==> config.mk <==
export PLATFORM = sky130hd
export DESIGN_NAME = mtbc_ctl
export DESIGN_NICKNAME = d
export VERILOG_FILES = /design/src/hdl/mtbc_pkg.sv /design/src/hdl/mtbc_ctl.sv
export SDC_FILE = /design/constraint.sdc
export NUM_CORES = 1
export LEC_CHECK = 0
export BUFFER_PORTS_ARGS = -buffer_cell sky130_fd_sc_hd__buf_2
export CAP_MARGIN = 5
export CORE_ASPECT_RATIO = 1.1
export CORE_MARGIN = 2
export CORE_UTILIZATION = 25
export CTS_CLUSTER_SIZE = 12
export DETAILED_ROUTE_END_ITERATION = 6
export PLACE_DENSITY = 0.46
export SLEW_MARGIN = 10
export SYNTH_ARGS = -nofsm -noshare
export SYNTH_HDL_FRONTEND = slang
export SYNTH_SLANG_ARGS = --single-unit
==> constraint.sdc <==
create_clock -name i_clk -period 1.6 [get_ports i_clk]
set_clock_uncertainty 0.1 [all_clocks]
set_input_delay 0.16 -clock i_clk [delete_from_list [all_inputs] [get_ports i_clk]]
set_output_delay 0.16 -clock i_clk [all_outputs]
set_load 0.01 [all_outputs]
==> src/hdl/mtbc_pkg.sv <==
// Shared types and constants of the multi-target blink controller.
// Holds the item payloads, the table entry word and the controller links.
// No dependencies.
`timescale 1ns / 1ps

package mtbc_pkg;

    localparam int TGT_W      = 4;
    localparam int CNT_W      = 9;
    localparam int CFG_IDX_W  = 3;
    localparam int CFG_DATA_W = 8;

    // Operation codes of an input item.
    localparam logic [1:0] OP_TICK   = 2'd0;
    localparam logic [1:0] OP_SET    = 2'd1;
    localparam logic [1:0] OP_INPUT  = 2'd2;
    localparam logic [1:0] OP_REMOVE = 2'd3;

    // Configuration register indexes.
    localparam logic [CFG_IDX_W-1:0] CFG_CURSOR_EN     = 3'd0;
    localparam logic [CFG_IDX_W-1:0] CFG_TEXT_EN       = 3'd1;
    localparam logic [CFG_IDX_W-1:0] CFG_CURSOR_BLINKS = 3'd2;
    localparam logic [CFG_IDX_W-1:0] CFG_TEXT_BLINKS   = 3'd3;
    localparam logic [CFG_IDX_W-1:0] CFG_SKIP_BLINKS   = 3'd4;

    // Bit positions within the entry flags.
    localparam int FL_CURSOR = 0;
    localparam int FL_TEXT   = 1;
    localparam int FL_UPDATE = 2;

    typedef struct packed {
        logic [1:0]       op;
        logic [TGT_W-1:0] target;
        logic             is_viewport;
        logic             is_primary;
        logic             is_focused;
        logic             blink_seen;
        logic             is_active;
    } t_in_item;

    typedef struct packed {
        logic [TGT_W-1:0] out_target;
        logic             target_valid;
        logic             cursor_on;
        logic             text_on;
        logic             update_on;
        logic             last;
    } t_out_item;

    typedef struct packed {
        logic [CNT_W-1:0] skip_left;
        logic [CNT_W-1:0] cursor_left;
        logic [CNT_W-1:0] text_left;
        logic [2:0]       flags;
    } t_entry;

    typedef struct packed {
        logic rd_in;       // read the table at the incoming item's target
        logic capture;     // input transfer accepted
        logic scan_step;   // advance the walk index
        logic exec_upd;    // apply a set-effect or input-received item
        logic exec_walk;   // apply one tick step to the current entry
        logic finish;      // close a tick
    } t_ctl_cmd;

    typedef struct packed {
        logic in_tick;
        logic in_upd;
        logic running;
        logic idx_valid;
        logic rest_empty;
        logic is_last;
        logic emitted;
        logic out_free;
    } t_ctl_sts;

endpackage

==> src/hdl/mtbc_ctl.sv <==
// Sequencing state machine of the blink controller.
// Depends on mtbc_pkg; drives the datapath through t_ctl_cmd.
`timescale 1ns / 1ps

module mtbc_ctl import mtbc_pkg::*; (
    input  logic     i_clk,
    input  logic     i_rst_n,
    input  logic     i_req_valid,
    output logic     o_req_ready,
    input  t_ctl_sts i_sts,
    output t_ctl_cmd o_cmd
);

    typedef enum logic [4:0] {
        S_IDLE = 5'b00001,
        S_UPD  = 5'b00010,
        S_SCAN = 5'b00100,
        S_WALK = 5'b01000,
        S_FIN  = 5'b10000
    } t_state;

    t_state r_state;
    t_state n_state;

    assign o_req_ready = (r_state == S_IDLE);

    always_comb begin
        n_state = r_state;
        o_cmd   = '0;
        case (r_state)
            S_IDLE: begin
                o_cmd.rd_in = 1'b1;
                if (i_req_valid) begin
                    o_cmd.capture = 1'b1;
                    if (i_sts.in_tick) begin
                        n_state = i_sts.running ? S_SCAN : S_FIN;
                    end else if (i_sts.in_upd) begin
                        n_state = S_UPD;
                    end
                end
            end
            S_UPD: begin
                if (i_sts.out_free) begin
                    o_cmd.exec_upd = 1'b1;
                    n_state        = S_IDLE;
                end
            end
            S_SCAN: begin
                if (i_sts.rest_empty) begin
                    n_state = S_FIN;
                end else if (i_sts.idx_valid) begin
                    n_state = S_WALK;
                end else begin
                    o_cmd.scan_step = 1'b1;
                end
            end
            S_WALK: begin
                if (i_sts.out_free) begin
                    o_cmd.exec_walk = 1'b1;
                    if (i_sts.is_last) begin
                        n_state = S_FIN;
                    end else begin
                        o_cmd.scan_step = 1'b1;
                        n_state         = S_SCAN;
                    end
                end
            end
            S_FIN: begin
                if (i_sts.emitted || i_sts.out_free) begin
                    o_cmd.finish = 1'b1;
                    n_state      = S_IDLE;
                end
            end
            default: begin
                n_state = S_IDLE;
            end
        endcase
    end

    always_ff @(posedge i_clk) begin
        if (!i_rst_n) begin
            r_state <= S_IDLE;
        end else begin
            r_state <= n_state;
        end
    end

endmodule

==> results.py <==
metrics = {
    "timing": {
        "setup_tns_ns": -0.0197,
        "rsz0062_at_grt": "true",
        "slew_viol_final": 0,
        "maxSlewHeadroom_pct": 82.1,
        "setup_viol": 1,
        "max_freq_mhz": 617,
        "timing.final.ws_setup_ns": -0.0197,
        "tightest_slew_ns": 0.267,
        "finalCritPeriodShare_pct": 101,
        "finalCriticalPeriod_ns": 1.62,
        "hold_viol_final": 0,
        "hold_ws_ns": 0.0307,
    },
    "critical_path": {
        "arrival_ns": 1.36,
        "cp-start-kind": "register",
        "cp_num_buf_inv": 1,
        "r2r_start": "r_state[0]$_SDFFE_PN1P_",
        "critPathCaptureType": "primary output",
        "cp-startpoint": "r_state[0]$_SDFFE_PN1P_",
        "cpMaxStageDelayCell": "or3_4",
        "path_class": "register to primary output",
        "worst-path-stages": 3,
        "critPathCapture": "o_cmd[0]",
        "ff2ff_path_depth": 6,
        "critPathMaxStageDelay_ns": 0.38,
        "rrSetupSlack_ns": 0.08,
        "cp_cell_sequence": "or3_4 -> nor4b_2 -> buf_2",
        "critical-path-top-delay-family": "simple AND/OR/NAND/NOR gates",
        "reg2reg_to": "r_state[3]$_SDFFE_PN0P_",
        "crit_required_ns": 1.34,
        "crit_fanout": 5,
    },
    "cts": {
        "cts_buffer_depth": 2,
        "cts.clk_slew.worst_paths_ns": 0.04,
        "clock-root-buffer": "clkbuf_4",
        "htreeDepth": 1,
        "cts_buffers": 3,
        "cts_sinks": 5,
        "hold_buffers": 0,
        "cts_tree": "yes",
        "clk_latency_ns": 0.24,
    },
    "drt": {
        "avgRoutedWirePerCell_um": 12.0,
        "vias_per_cell": 5.01,
        "drtPass1Iterations": 3,
        "ant_nets": 0,
        "totalWireLength_um": 1250,
        "drt_first_iter_violations": 3,
        "num_vias": 521,
        "drcViolationCount": 0,
    },
    "synth": {
        "synthAdderAreaFrac_pct": 0,
        "synth_compound_area_share_pct": 15.4,
        "synth_xor_area_share_pct": 3.99,
        "yosysSeqAreaShare_pct": 22.8,
        "syn_nets": 63,
        "avgSynthCellArea_um2": 8.45,
        "async_flop_share_pct": 0,
        "ys.flop_type": "dfxtp_1",
        "synth_edf_count": 0,
        "yosys.cell_types.count": 30,
        "synthMuxAreaShare_pct": 0,
        "netlist_instances": 52,
        "yosys.area_share.simple_pct": 52.4,
        "syn-cell-area_um2": 439,
        "yosysWarnings": 0,
        "synth_seq_cells": 5,
        "synth_top_family_by_area": "simple AND/OR/NAND/NOR gates",
    },
    "global_route": {
        "grt_max_degree": 7,
        "grt_pass1_vias": 493,
        "track_usage_pct": 13.2,
        "gr-total-overflow": 0,
        "grt_first_pass_wirelength_um": 1990,
        "antenna_found_initial": 0,
    },
    "pwr": {
        "ir_drop_v": 0.000550,
        "p_leak_nw": 0.334,
        "power_density_nw_per_um2": 1060,
    },
    "final_layout": {
        "area.sequential_um2": 105,
        "largest_register": "r_state",
        "area_growth_pct": 66.4,
        "multiInputGateArea_um2": 349,
        "final_cell_mix": "16 x buf_4, 15 x buf_2, 6 x nand3_1",
        "fillCellCount": 172,
        "nets": 99,
        "drive_above_1_share_pct": 58.6,
        "final_util_pct": 45.3,
        "final_common_cell": "buf_4",
        "top_regs": "r_state x5",
        "diodes": 0,
        "largest_reg_flops": 5,
    },
    "placement": {
        "place_congestion": 0.734,
        "dp_hpwl_um": 1010,
        "io_buffers": 17,
    },
    "die": {
        "dieHeight_um": 48.0,
        "start_util_pct": 27.2,
        "coreArea_um2": 1610,
        "rows": 15,
        "die_area_um2": 2110,
        "ios": 18,
        "fp.dieW_um": 44.0,
    },
    "min_path": {
        "hold_depth": 2,
        "hold_path_class": "input pin to register",
    },
    "status": {
        "status": "complete, but fails checks",
        "violations": "setup timing",
    },
    "job": {
        "cap_violations": 0,
    },
}
==> synth_stat cells (2+ instances only) <==
library cell  number  share of area, %
nand3_1            7               8.0
dfxtp_1            5                23
nor3b_2            2               5.7
nand4_4            2               9.7
nor2_1             4               3.4
inv_1              3               2.6
a21oi_1            2               2.3
nand2_1            4               3.4
nor3_1             2               2.3
==> per-stage QoR <==
step | total power, mW | setup slack [ns] | instances | area (um^2)
after global placement | 0.563 | -0.0407 | 97 | 631
after global routing | 0.833 | -0.0624 | 104 | 731
after CTS | 0.783 | -0.0313 | 103 | 719
final | 0.778 | -0.0197 | 104 | 731
after detailed placement | 0.560 | 0.00999 | 97 | 631
after floorplan | 0.406 | 0.0483 | 52 | 439
==> per-layer routing <==
| metal | up-vias | global-route usage (%) | share of wire (%) |
|---|---|---|---|
| met5 | - | 0 | 0 |
| met4 | 0 | 7.27 | 0 |
| met3 | 0 | 1.13 | 5.3 |
| met2 | 14 | 24.1 | 50 |
| met1 | 243 | 15.4 | 45 |
| li1 | 264 | - | - |
==> worst min path at each step <==
| stage | slack [ns] | startpoint | endpoint |
|---|---|---|---|
| 6_report | 0.03 | i_sts[3] | r_state[3]$_SDFFE_PN0P_ |
| 5_1_grt | 0.04 | i_sts[3] | r_state[3]$_SDFFE_PN0P_ |
| 4_1_cts | 0.03 | i_sts[3] | r_state[3]$_SDFFE_PN0P_ |
| 3_3_place_gp | 0.28 | i_sts[3] | r_state[3]$_SDFFE_PN0P_ |
| 3_5_place_dp | 0.29 | i_sts[3] | r_state[3]$_SDFFE_PN0P_ |
| 2_1_floorplan | 0.15 | i_rst_n | r_state[0]$_SDFFE_PN1P_ |
==> area by class of cell <==
type                       count  area share (%)
multi-input combinational     42            47.8
timing repair buffer          33            29.8
sequential                     5            14.4
clock buffer                   4            3.60
tap                           17            2.91
inverter                       3            1.54
==> power breakdown <==
group | total, mW | switching (mW) | internal, mW | leakage (nW)
Clock | 0.143 | 0.0488 | 0.0941 | 0.0150
Sequential | 0.178 | 0.0308 | 0.147 | 0.0419
Combinational | 0.457 | 0.193 | 0.264 | 0.277
Total | 0.778 | 0.273 | 0.505 | 0.334
==> repair_timing <==
| action | in CTS | in global routing |
|---|---|---|
| endpoints found under the setup margin | 6 | 8 |
| pin swaps | 3 | 6 |
| buffers inserted | 2 | 1 |
| resized for setup | 11 | 2 |
==> cells by family after synthesis <==
group | Yosys count
XOR/XNOR | 2
flip-flops | 5
AO/OA/AOI/OAI | 10
buffers and inverters | 5
AND/OR/NAND/NOR | 30
==> worst reg2reg max path, cell delays in order, from the launching register on <==
cell and delay (ns):
dfxtp_2 0.34, or3_4 0.38, nand4bb_4 0.23, nand4_4 0.13, buf_4 0.12, nand3_1 0.07
o41ai_1 0.05
Note: power is estimated with default switching activity, not from simulation.
