--- config.mk ---
export PLATFORM = sky130hd
export DESIGN_NAME = mtbc_dp
export DESIGN_NICKNAME = d
export VERILOG_FILES = /design/src/hdl/mtbc_pkg.sv /design/src/hdl/mtbc_dp.sv
export SDC_FILE = /design/constraint.sdc
export NUM_CORES = 1
export LEC_CHECK = 0
export BUFFER_PORTS_ARGS = -buffer_cell sky130_fd_sc_hd__buf_2
export CAP_MARGIN = 30
export CELL_PAD_IN_SITES_DETAIL_PLACEMENT = 1
export CELL_PAD_IN_SITES_GLOBAL_PLACEMENT = 1
export CORE_UTILIZATION = 40
export CTS_CLUSTER_DIAMETER = 50
export CTS_CLUSTER_SIZE = 24
export DETAILED_ROUTE_END_ITERATION = 10
export MAX_ROUTING_LAYER = met4
export PLACE_DENSITY = 0.69
export SLEW_MARGIN = 20
export SYNTH_ARGS = -nofsm -noshare
export SYNTH_HDL_FRONTEND = slang
export SYNTH_SLANG_ARGS = --single-unit
--- constraint.sdc ---
create_clock -name i_clk -period 4 [get_ports i_clk]
set_clock_uncertainty 0.2 [all_clocks]
set_input_delay 1.2 -clock i_clk [delete_from_list [all_inputs] [get_ports i_clk]]
set_output_delay 1.2 -clock i_clk [all_outputs]
set_load 0.05 [all_outputs]
--- src/hdl/mtbc_pkg.sv ---
// Shared types and constants of the multi-target blink controller.
// Holds the item payloads, the table entry word and the controller links.
// No dependencies.
`timescale 1ns / 1ps

package mtbc_pkg;

    localparam int TGT_W      = 4;
    localparam int CNT_W      = 9;
    localparam int CFG_IDX_W  = 3;
    localparam int CFG_DATA_W = 8;

    // Operation codes of an input item.
    localparam logic [1:0] OP_TICK   = 2'd0;
    localparam logic [1:0] OP_SET    = 2'd1;
    localparam logic [1:0] OP_INPUT  = 2'd2;
    localparam logic [1:0] OP_REMOVE = 2'd3;

    // Configuration register indexes.
    localparam logic [CFG_IDX_W-1:0] CFG_CURSOR_EN     = 3'd0;
    localparam logic [CFG_IDX_W-1:0] CFG_TEXT_EN       = 3'd1;
    localparam logic [CFG_IDX_W-1:0] CFG_CURSOR_BLINKS = 3'd2;
    localparam logic [CFG_IDX_W-1:0] CFG_TEXT_BLINKS   = 3'd3;
    localparam logic [CFG_IDX_W-1:0] CFG_SKIP_BLINKS   = 3'd4;

    // Bit positions within the entry flags.
    localparam int FL_CURSOR = 0;
    localparam int FL_TEXT   = 1;
    localparam int FL_UPDATE = 2;

    typedef struct packed {
        logic [1:0]       op;
        logic [TGT_W-1:0] target;
        logic             is_viewport;
        logic             is_primary;
        logic             is_focused;
        logic             blink_seen;
        logic             is_active;
    } t_in_item;

    typedef struct packed {
        logic [TGT_W-1:0] out_target;
        logic             target_valid;
        logic             cursor_on;
        logic             text_on;
        logic             update_on;
        logic             last;
    } t_out_item;

    typedef struct packed {
        logic [CNT_W-1:0] skip_left;
        logic [CNT_W-1:0] cursor_left;
        logic [CNT_W-1:0] text_left;
        logic [2:0]       flags;
    } t_entry;

    typedef struct packed {
        logic rd_in;       // read the table at the incoming item's target
        logic capture;     // input transfer accepted
        logic scan_step;   // advance the walk index
        logic exec_upd;    // apply a set-effect or input-received item
        logic exec_walk;   // apply one tick step to the current entry
        logic finish;      // close a tick
    } t_ctl_cmd;

    typedef struct packed {
        logic in_tick;
        logic in_upd;
        logic running;
        logic idx_valid;
        logic rest_empty;
        logic is_last;
        logic emitted;
        logic out_free;
    } t_ctl_sts;

endpackage

--- src/hdl/mtbc_dp.sv ---
// Datapath of the blink controller: configuration, target table, walk index
// and result register. Depends on mtbc_pkg; commanded by mtbc_ctl.
`timescale 1ns / 1ps

module mtbc_dp import mtbc_pkg::*; #(
    parameter int TARGETS = 16
) (
    input  logic                  i_clk,
    input  logic                  i_rst_n,
    input  t_in_item              i_req_data,
    input  logic                  i_cfg_we,
    input  logic [CFG_IDX_W-1:0]  i_cfg_idx,
    input  logic [CFG_DATA_W-1:0] i_cfg_data,
    input  t_ctl_cmd              i_cmd,
    output t_ctl_sts              o_sts,
    output logic                  o_rsp_valid,
    input  logic                  i_rsp_ready,
    output t_out_item             o_rsp_data
);

    localparam int IW = (TARGETS > 1) ? $clog2(TARGETS) : 1;

    // Configuration registers.
    logic       r_cursor_en;
    logic       r_text_en;
    logic [7:0] r_cursor_blinks;
    logic [7:0] r_text_blinks;
    logic [7:0] r_skip_blinks;

    // Control state.
    logic               r_phase;
    logic               r_running;
    logic               r_any;
    logic               r_emitted;
    logic [TARGETS-1:0] r_valid;
    logic [TARGETS-1:0] r_fw;      // entry flags written since reset or the last remove
    logic [IW-1:0]      r_addr;
    t_in_item           r_item;

    // Table memory with registered read.
    t_entry r_mem [TARGETS];
    t_entry r_rd;

    logic      r_out_valid;
    t_out_item r_out;

    logic          w_in_range;
    logic [IW-1:0] w_in_addr;
    logic [IW-1:0] w_rd_addr;
    logic          w_out_free;
    logic          w_load;
    logic [TARGETS-1:0] w_ge;
    logic [TARGETS-1:0] w_gt;

    logic [CNT_W-1:0] w_cs, w_cc, w_ct;
    logic [2:0]       w_fl;
    logic             w_done;
    t_entry           w_walk;
    t_entry           w_upd;
    logic             w_upd_start;

    assign w_in_range = int'(i_req_data.target) < TARGETS;
    assign w_in_addr  = IW'(i_req_data.target);
    assign w_rd_addr  = i_cmd.rd_in ? w_in_addr : r_addr;
    assign w_out_free = !r_out_valid || i_rsp_ready;
    assign w_load     = i_cmd.exec_upd || i_cmd.exec_walk || (i_cmd.finish && !r_emitted);

    always_comb begin
        w_ge = '0;
        w_gt = '0;
        for (int j = 0; j < TARGETS; j++) begin
            w_ge[j] = r_valid[j] && (j >= int'(r_addr));
            w_gt[j] = r_valid[j] && (j > int'(r_addr));
        end
    end

    always_comb begin
        o_sts            = '0;
        o_sts.in_tick    = (i_req_data.op == OP_TICK);
        o_sts.in_upd     = (i_req_data.op inside {OP_SET, OP_INPUT}) && w_in_range;
        o_sts.running    = r_running;
        o_sts.idx_valid  = r_valid[r_addr];
        o_sts.rest_empty = ~|w_ge;
        o_sts.is_last    = ~|w_gt;
        o_sts.emitted    = r_emitted;
        o_sts.out_free   = w_out_free;
    end

    // An entry that is not valid has cleared counters; flags never written read as zero.
    assign w_cs   = r_valid[r_addr] ? r_rd.skip_left   : '0;
    assign w_cc   = r_valid[r_addr] ? r_rd.cursor_left : '0;
    assign w_ct   = r_valid[r_addr] ? r_rd.text_left   : '0;
    assign w_fl   = r_fw[r_addr]    ? r_rd.flags       : '0;
    assign w_done = (w_cs == '0) && (w_cc == '0) && (w_ct == '0);

    // One tick step on the current entry.
    always_comb begin
        w_walk.skip_left   = w_cs;
        w_walk.cursor_left = w_cc;
        w_walk.text_left   = w_ct;
        w_walk.flags       = w_fl;
        if (w_done) begin
            w_walk.flags[FL_UPDATE] = 1'b0;
        end else begin
            if (w_cs != '0) begin
                w_walk.skip_left         = w_cs - CNT_W'(1);
                w_walk.flags[FL_CURSOR]  = 1'b0;
            end else if (w_cc != '0) begin
                w_walk.cursor_left       = w_cc - CNT_W'(1);
                w_walk.flags[FL_CURSOR]  = (w_cc != CNT_W'(1)) && r_cursor_en && r_phase;
            end
            if (w_ct != '0) begin
                w_walk.text_left         = w_ct - CNT_W'(1);
                w_walk.flags[FL_TEXT]    = (w_ct != CNT_W'(1)) && r_text_en && r_phase;
            end
        end
    end

    // Set-effect and input-received update of the addressed entry.
    always_comb begin
        logic flag;
        logic text_ok;
        flag        = 1'b0;
        text_ok     = 1'b0;
        w_upd.skip_left   = w_cs;
        w_upd.cursor_left = w_cc;
        w_upd.text_left   = w_ct;
        w_upd.flags       = w_fl;
        if (r_item.op == OP_INPUT) begin
            w_upd.skip_left        = {r_skip_blinks, 1'b0};
            w_upd.flags[FL_CURSOR] = 1'b0;
        end else begin
            if (r_item.is_viewport) begin
                if (r_cursor_en && r_item.is_primary) begin
                    w_upd.cursor_left = {r_cursor_blinks, 1'b0};
                    flag              = 1'b1;
                end else begin
                    w_upd.cursor_left      = '0;
                    w_upd.skip_left        = '0;
                    w_upd.flags[FL_CURSOR] = 1'b0;
                end
                text_ok = r_text_en && r_item.is_focused && r_item.blink_seen;
            end else begin
                text_ok = r_text_en && r_item.is_active;
            end
            if (text_ok) begin
                w_upd.text_left = {r_text_blinks, 1'b0};
                flag            = 1'b1;
            end else begin
                w_upd.text_left      = '0;
                w_upd.flags[FL_TEXT] = 1'b0;
            end
            w_upd.flags[FL_UPDATE] = flag;
        end
        w_upd_start = (r_item.op == OP_SET) && flag;
    end

    always_ff @(posedge i_clk) begin
        if (i_cmd.exec_upd) begin
            r_mem[r_addr] <= w_upd;
        end else if (i_cmd.exec_walk) begin
            r_mem[r_addr] <= w_walk;
        end
        r_rd <= r_mem[w_rd_addr];
    end

    always_ff @(posedge i_clk) begin
        if (!i_rst_n) begin
            r_cursor_en     <= 1'b1;
            r_text_en       <= 1'b1;
            r_cursor_blinks <= 8'd10;
            r_text_blinks   <= 8'd10;
            r_skip_blinks   <= 8'd1;
        end else if (i_cfg_we) begin
            case (i_cfg_idx)
                CFG_CURSOR_EN:     r_cursor_en     <= i_cfg_data[0];
                CFG_TEXT_EN:       r_text_en       <= i_cfg_data[0];
                CFG_CURSOR_BLINKS: r_cursor_blinks <= i_cfg_data;
                CFG_TEXT_BLINKS:   r_text_blinks   <= i_cfg_data;
                CFG_SKIP_BLINKS:   r_skip_blinks   <= i_cfg_data;
                default: begin
                end
            endcase
        end
    end

    always_ff @(posedge i_clk) begin
        if (i_cmd.capture) begin
            r_item <= i_req_data;
        end
    end

    always_ff @(posedge i_clk) begin
        if (!i_rst_n) begin
            r_phase     <= 1'b0;
            r_running   <= 1'b0;
            r_any       <= 1'b0;
            r_emitted   <= 1'b0;
            r_valid     <= '0;
            r_fw        <= '0;
            r_addr      <= '0;
        end else begin
            if (i_cmd.capture) begin
                if (i_req_data.op == OP_TICK) begin
                    r_any     <= 1'b0;
                    r_emitted <= 1'b0;
                    r_addr    <= '0;
                    if (r_running) begin
                        r_phase <= ~r_phase;
                    end
                end else begin
                    r_addr <= w_in_addr;
                    if ((i_req_data.op == OP_REMOVE) && w_in_range) begin
                        r_valid[w_in_addr] <= 1'b0;
                        r_fw[w_in_addr]    <= 1'b0;
                    end
                end
            end
            if (i_cmd.exec_upd) begin
                r_valid[r_addr] <= 1'b1;
                r_fw[r_addr]    <= 1'b1;
                if (w_upd_start) begin
                    r_running <= 1'b1;
                end
            end
            if (i_cmd.exec_walk) begin
                r_emitted <= 1'b1;
                if (w_done) begin
                    r_valid[r_addr] <= 1'b0;
                end else begin
                    r_any <= 1'b1;
                end
            end
            if (i_cmd.scan_step) begin
                r_addr <= r_addr + IW'(1);
            end
            if (i_cmd.finish && !r_any) begin
                r_running <= 1'b0;
                r_phase   <= 1'b0;
            end
        end
    end

    // Result register.
    always_ff @(posedge i_clk) begin
        if (!i_rst_n) begin
            r_out_valid <= 1'b0;
        end else if (w_load) begin
            r_out_valid <= 1'b1;
        end else if (i_rsp_ready) begin
            r_out_valid <= 1'b0;
        end
    end

    always_ff @(posedge i_clk) begin
        if (i_cmd.exec_upd) begin
            r_out.out_target   <= r_item.target;
            r_out.target_valid <= 1'b1;
            r_out.cursor_on    <= w_upd.flags[FL_CURSOR];
            r_out.text_on      <= w_upd.flags[FL_TEXT];
            r_out.update_on    <= w_upd.flags[FL_UPDATE];
            r_out.last         <= 1'b1;
        end else if (i_cmd.exec_walk) begin
            r_out.out_target   <= TGT_W'(r_addr);
            r_out.target_valid <= 1'b1;
            r_out.cursor_on    <= w_walk.flags[FL_CURSOR];
            r_out.text_on      <= w_walk.flags[FL_TEXT];
            r_out.update_on    <= w_walk.flags[FL_UPDATE];
            r_out.last         <= o_sts.is_last;
        end else if (w_load) begin
            r_out <= '{out_target: '0, target_valid: 1'b0, cursor_on: 1'b0,
                       text_on: 1'b0, update_on: 1'b0, last: 1'b1};
        end
    end

    assign o_rsp_valid = r_out_valid;
    assign o_rsp_data  = r_out;

`ifndef SYNTH
    a_stopped_phase_low: assert property (@(posedge i_clk) disable iff (!i_rst_n)
        !r_running |-> !r_phase)
        else $error("Blink phase is high while the timer is stopped.");

    a_load_when_free: assert property (@(posedge i_clk) disable iff (!i_rst_n)
        w_load |-> w_out_free)
        else $error("Result register loaded while a result is still pending.");

    a_valid_has_flags: assert property (@(posedge i_clk) disable iff (!i_rst_n)
        (r_valid & ~r_fw) == '0)
        else $error("A valid entry has flags that were never written.");
`endif

endmodule

==> reports/qor.csv, run 1 <==
metric;value;unit
status;finished clean;
xor and xnor area share after synthesis;0.215;%
Clk pwr share;42.2;%
Skew-Pair Late Insertion Delay;0.63;ns
Post-DP HPWL;43300;µm
Max-Cap Viols;0;
CP max stage delay;0.54;ns
# setup viols final;0;
fin nets;1770;
critical path endpoint category;output pin;
CTS tree;done;
Synthesis Warnings;0;
core box area;0.0604;mm²
GRT Util Overall;23.6;%
PD cells;553;mW/mm²
share of the yosys chip area belonging to registers;69.3;%
Detailed Route WL;70700;µm
Layout Utilization;48.5;%
Final Slew Violations;0;
flops & latches, synth;597;
CP Class;register to output pin;
CP arrival;2.53;ns
top cell type's share of synthesized area;61.2;%
initial antenna violation count;1;
Sw Share;26.4;%
P_leak;9.89;nW
CP required;2.60;ns
internal power;11.9;mW
post-synthesis mux area share;12.3;%
Tmin final;3.93;ns
RSZ-0062 raised after global routing;false;
cell repeated most along the worst path;buf_4;
number of I/O pins;50;
grt ovf;0;
Critical Path Slowest Stage Cell;mux4_2;
cell row count;90;
Synth Flop Type;edfxtp_1;
CTS root buffer;clkbuf_16;
total number of vias;15300;
Routed Antenna Nets;0;
Tightest Pin Transition;0.979;ns
largest family of logic cells by synthesized area;multiplexers;
Die Y;249;µm
Simple-Gate Fraction of Synth Area;7.53;%
largest net degree at the start of global routing;61;
Synth area leader;edfxtp_1;
Worst-path clk slew;0.06;ns
Tightest Hold Check Type;register to register;
ranking of synthesized cells by area;edfxtp_1 61%, mux4_2 11%, dfxtp_1 8.1%;
# fillers;5800;
share of layout cells above drive strength 1;27.5;%
Adder-Cell Fraction of Synth Area;0.748;%
first-pass GRT wire length;105000;µm
Die ar.;0.0621;mm²
WL/cell;27.6;µm
post-synthesis cell type count;75;
post-synthesis cell count;1559;
vias in the first global route;16000;
cts hold-fix bufs;0;
Initial Utilization;40.5;%
clk buf depth;3;
Post-synth EDFFs;498;
Fmax;0.255;GHz
Seq pwr share;45.4;%
syn_nets;1604;
Crit Path Max Fanout;10;
Final Hold Fails;0;
final worst path period share;98.2;%
logic gate share of total power;12.4;%
Iteration-0 DRC Markers;1519;
Post-Syn Area per Cell;15.7;µm²
DR pass1 iterations;5;
Slew HR;34.3;%
Post-Syn Area;0.0244;mm²
CP cell instances;buf_4 > mux4_2 > a31o_2 > nand2_1 > inv_2 > buf_4 > buf_12;
via-per-instance ratio;5.95;
clk sink count;597;
placer congestion estimate;0.898;
# DRC;0;
TritonCTS buffer count;66;
Port Buffers;49;
FFs w/ async S/R, synth;0;%
maximum vdd drop;0.273;mV
Synth Area in Compound Gates;7.92;%
net switching power;4.27;mW
H-Tree Depth;3;
Min Hold Slack;0.249;ns
Layout area overhead;19.7;%
Die X;249;µm
CP startpoint kind;register;
## sequential cells by signal, summed over array words and instances, names as in the netlist, 4 cells and up
signal           flops
o_rsp_data           9
r_item              11
r_skip_blinks        8
r_mem              480
r_cursor_blinks      8
r_addr               4
r_rd                30
r_text_blinks        8
r_fw                16
r_valid             16
## path summary, 6_finish.rpt
check	start	to	slack, ns	depth (start not counted)
worst max-delay path	r_addr[0]$_SDFFE_PN0P_	o_sts[4]	0.07	7
worst min-delay path	o_rsp_data[4]$_SDFFE_PP1P_	o_rsp_data[4]$_SDFFE_PP1P_	0.25	2
worst max register to register	r_addr[0]$_SDFFE_PN0P_	r_mem[2][15]$_DFFE_PP_	0.20	11
worst min register to register	o_rsp_data[4]$_SDFFE_PP1P_	o_rsp_data[4]$_SDFFE_PP1P_	0.25	2
## layout by cell type, fill, tap and decap left out, drive strengths merged, types with 5 or more instances in the layout
master,n
nand3,43
mux2i,13
nor2,58
nand4,7
dfxtp,99
o21ai,69
or4,5
ha,13
nor4,9
mux4,126
a21oi,74
nand2,176
and2,38
inv,36
a31oi,46
a211oi,36
o31ai,6
clkinv,17
bufinv,10
a221oi,16
buf,189
and3,9
clkbuf,75
nand2b,12
nor3,16
nor2b,7
edfxtp,498
## per-stage QoR
stage / power, mW / std cells / area, µm² / setup WS [ns] / TNS [ns]
after floorplan: 8.60 / 1559 / 24400 / 0.0776 / 0
after detailed placement: 9.44 / 2433 / 26600 / -0.111 / -1.77
after global routing: 16.6 / 2562 / 29200 / 0.0207 / 0
after global placement: 9.37 / 2432 / 26600 / 0.153 / 0
final: 16.2 / 2563 / 29200 / 0.0725 / 0
after CTS: 16.3 / 2557 / 29200 / 0.00106 / 0
## worst max-delay path: cells and delay by family, from the launching register on
| family | cells | cell delay [ns] |
|---|---|---|
| AOI/OAI and AO/OA | 1 | 0.30 |
| buffers and inverters | 4 | 0.61 |
| DFF | 1 | 0.36 |
| muxes | 1 | 0.54 |
| and+or+nand+nor | 1 | 0.11 |
## layout make-up
class | instances | area [µm²] | share of cell area, %
tap | 782 | 978 | 3.35
timing repair buffer | 191 | 1490 | 5.10
clock inverter | 49 | 742 | 2.54
sequential | 597 | 16900 | 57.9
multi-input combinational | 852 | 7270 | 24.8
inverter | 17 | 65.1 | 0.222
antenna | 2 | 5.00 | 0.0171
clock buffer | 73 | 1750 | 5.99
## power groups by stage
stage          Sequential, mW  Combinational (mW)  Clock (mW)
2_1_floorplan            7.43                1.17           0
3_5_place_dp             7.48                1.96           0
6_report                 7.34                2.01        6.83
3_3_place_gp             7.46                1.90           0
5_1_grt                  7.36                2.14        7.12
4_1_cts                  7.34                1.99        6.94
## layer usage
metal  vias to the layer above  GRT usage [%]  part of all wire, %
met5                         -              -                    0
met4                         0           7.81                  2.7
met3                       125           4.08                  6.5
met2                       585           36.8                   47
met1                      8016           31.6                   44
li1                       6524              -                    -
## kinds of logic after synthesis
| kind of cell | count (synthesis) |
|---|---|
| flip-flops | 597 |
| XOR/XNOR | 6 |
| multiplexers | 142 |
| adder cells (fa/ha/maj) | 15 |
| buffers and inverters | 110 |
| AO/OA/AOI/OAI | 297 |
| AND/OR/NAND/NOR | 392 |
## Yosys cell counts, drive strengths merged (5+ instances only)
library cell	instances
ha	13
and3	9
nor2	58
o31ai	6
a21oi	74
mux4	126
a31oi	46
a211oi	36
nand3	43
o21ai	69
nor3	16
inv	16
a221oi	16
clkbuf	59
nand2b	12
or4	5
and2	38
nor4	9
edfxtp	498
dfxtp	99
buf	34
nand2	176
mux2i	13
nor2b	7
nand4	7
## what timing repair did
action,CTS,global route
cloned,0,0
resized for setup,15,8
buffers inserted,2,2
hold endpoints to repair,0,0
endpoints found under the setup margin,51,2
pin swaps,2,1
(Power assumes the default switching activity.)
==> run 2: changes to the inputs <==
- BUFFER_PORTS_ARGS: -buffer_cell sky130_fd_sc_hd__buf_2 -> -buffer_cell sky130_fd_sc_hd__buf_4
==> reports/qor.csv, run 2 (synthesis gave the netlist of run 1 again) <==
metric;value;unit;change
Initial Utilization;40.5;%;unchanged
Placed Area;0.0268;mm²;was 0.0266 mm²
# setup viols final;0;;unchanged
# DRC;0;;unchanged
Tightest Hold Check Type;register to register;;unchanged
Sw Share;27.2;%;was 26.4%
Final Non-Filler Cells;2560;;was 2563
Design Power;15.5;mW;was 16.2 mW
internal power;11.3;mW;was 11.9 mW
placer congestion estimate;0.908;;was 0.898
Die ar.;0.0621;mm²;unchanged
largest net degree at the start of global routing;61;;unchanged
post-route cell area;0.0293;mm²;was 0.0292 mm²
Inst Count DP;2428;;was 2433
CP max stage delay;0.51;ns;was 0.54 ns
grt ovf;0;;unchanged
via-per-instance ratio;5.97;;was 5.95
final worst slack;0.0621;ns;was 0.0725 ns
CTS tree;done;;unchanged
Max-Cap Viols;0;;unchanged
vias in the first global route;15900;;was 16.0k
Regs by FF count;r_mem (480), r_rd (30);;unchanged
Post-DP HPWL;42100;µm;was 43300 µm
Detailed Route WL;69500;µm;was 70700 µm
status;finished clean;;unchanged
DR pass1 iterations;5;;unchanged
Port Buffers;49;;unchanged
Fmax;0.254;GHz;was 0.255 GHz
Final Hold Fails;0;;unchanged
Min Hold Slack;0.245;ns;was 0.249 ns
CTS root buffer;clkbuf_16;;unchanged
CP top delay family;compound AO/OA/AOI/OAI gates;;was buffers and inverters
share of layout cells above drive strength 1;27.7;%;was 27.5%
Tmin final;3.94;ns;was 3.93 ns
CP cell instances;buf_12 > nand2_1 > a32oi_4 > a2111o_1 > nand2_2 > inv_2 > buf_12 > buf_12 > buf_8;;was buf_4 > mux4_2 > a31o_2 > nand2_1 > inv_2 > buf_4 > buf_12
Die Y;249;µm;unchanged
# fillers;5801;;was 5800
Skew-Pair Late Insertion Delay;0.65;ns;was 0.63 ns
WL/cell;27.2;µm;was 27.6 µm
CP startpoint kind;register;;unchanged
CP required;2.60;ns;about the same
Tightest Pin Transition;0.909;ns;was 0.979 ns
critical path endpoint category;output pin;;unchanged
cell repeated most along the worst path;buf_12;;was buf_4
initial antenna violation count;3;;was 1
leading cell type in the layout, fill and taps excluded;edfxtp_1;;unchanged
clk sink count;597;;unchanged
Slew HR;39.0;%;was 34.3%
CP arrival;2.54;ns;was 2.53 ns
first-pass GRT wire length;104000;µm;was 105000 µm
total number of vias;15300;;about the same
P_leak;9.83;nW;was 9.89 nW
Final Slew Violations;0;;unchanged
reg2reg setup slack;0.16;ns;was 0.20 ns
logic gate share of total power;13.5;%;was 12.4%
Routed Antenna Nets;0;;unchanged
CP Class;register to output pin;;unchanged
PD cells;529;mW/mm²;was 553 mW/mm²
Worst-path clk slew;0.07;ns;was 0.06 ns
H-Tree Depth;2;;was 3
Layout Utilization;48.5;%;about the same
number of I/O pins;50;;unchanged
Crit Path Max Fanout;12;;was 10
cell row count;90;;unchanged
maximum vdd drop;0.471;mV;was 0.273 mV
clk buf depth;3;;unchanged
TritonCTS buffer count;60;;was 66
Layout area overhead;19.8;%;was 19.7%
core box area;0.0604;mm²;unchanged
Critical Path Slowest Stage Cell;a2111o_1;;was mux4_2
GRT Util Overall;23.3;%;was 23.6%
Seq pwr share;47.3;%;was 45.4%
setup tns final;0;ns;unchanged
Biggest register;r_mem;;unchanged
Iteration-0 DRC Markers;1319;;was 1519
Die X;249;µm;unchanged
Setup WS pre-CTS;-0.109;ns;was -0.111 ns
final worst path period share;98.4;%;was 98.2%
Largest register FFs;480;;unchanged
buffers plus inverters on the worst setup path;5;;was 4
net switching power;4.22;mW;was 4.27 mW
fin nets;1768;;was 1770
Clk pwr share;39.2;%;was 42.2%
commonest cells after routing, fill and taps aside;498 x edfxtp_1, 172 x nand2_1, 162 x buf_4;;was 498 x edfxtp_1, 175 x nand2_1, 127 x buf_4
-- run 2: tightest hold or removal path: stages (launching register included) --
cell	delay, ns
dfxtp_1	0.31
nand2_1	0.05
nand2_1	0.04
-- run 2: power by group through the flow --
stage	clock (mW)	combinational, mW	sequential, mW
floorplan	0	1.17	7.43
global placement	0	1.93	7.45
detailed placement	0	2.00	7.47
CTS	6.19	2.05	7.33
global route	6.38	2.23	7.35
finish	6.08	2.09	7.34
-- run 2: cell type report --
class	count	area, µm²	share of cell area (%)
Clock buffer	64	1540	5.25
Antenna cell	3	7.51	0.0256
Tap cell	782	978	3.34
Inverter	17	75.1	0.256
Sequential cell	597	16900	57.9
Timing Repair Buffer	195	1790	6.10
Multi-Input combinational cell	852	7330	25.0
Clock inverter	50	626	2.14
-- run 2: timing repair --
item,CTS,global route
hold buffers,0,0
setup endpoints to repair,157,28
pin swaps,3,4
hold endpoints to repair,0,0
resized for setup,27,17
buffers inserted,7,5
-- run 2: layer usage --
metal	global-route usage, %	wire length (µm)
met2	36.6	33300
met1	31.7	30600
met5	-	0
met3	4.04	4240
met4	5.40	1380
-- run 2: path summary, 6_finish.rpt --
kind	start	end	cells past startpoint
worst min-delay path	o_rsp_data[4]$_SDFFE_PP1P_	o_rsp_data[4]$_SDFFE_PP1P_	2
worst min register to register	o_rsp_data[4]$_SDFFE_PP1P_	o_rsp_data[4]$_SDFFE_PP1P_	2
worst max-delay path	r_addr[1]$_SDFFE_PN0P_	o_sts[4]	9
worst max register to register	r_addr[1]$_SDFFE_PN0P_	r_mem[14][0]$_DFFE_PP_	13
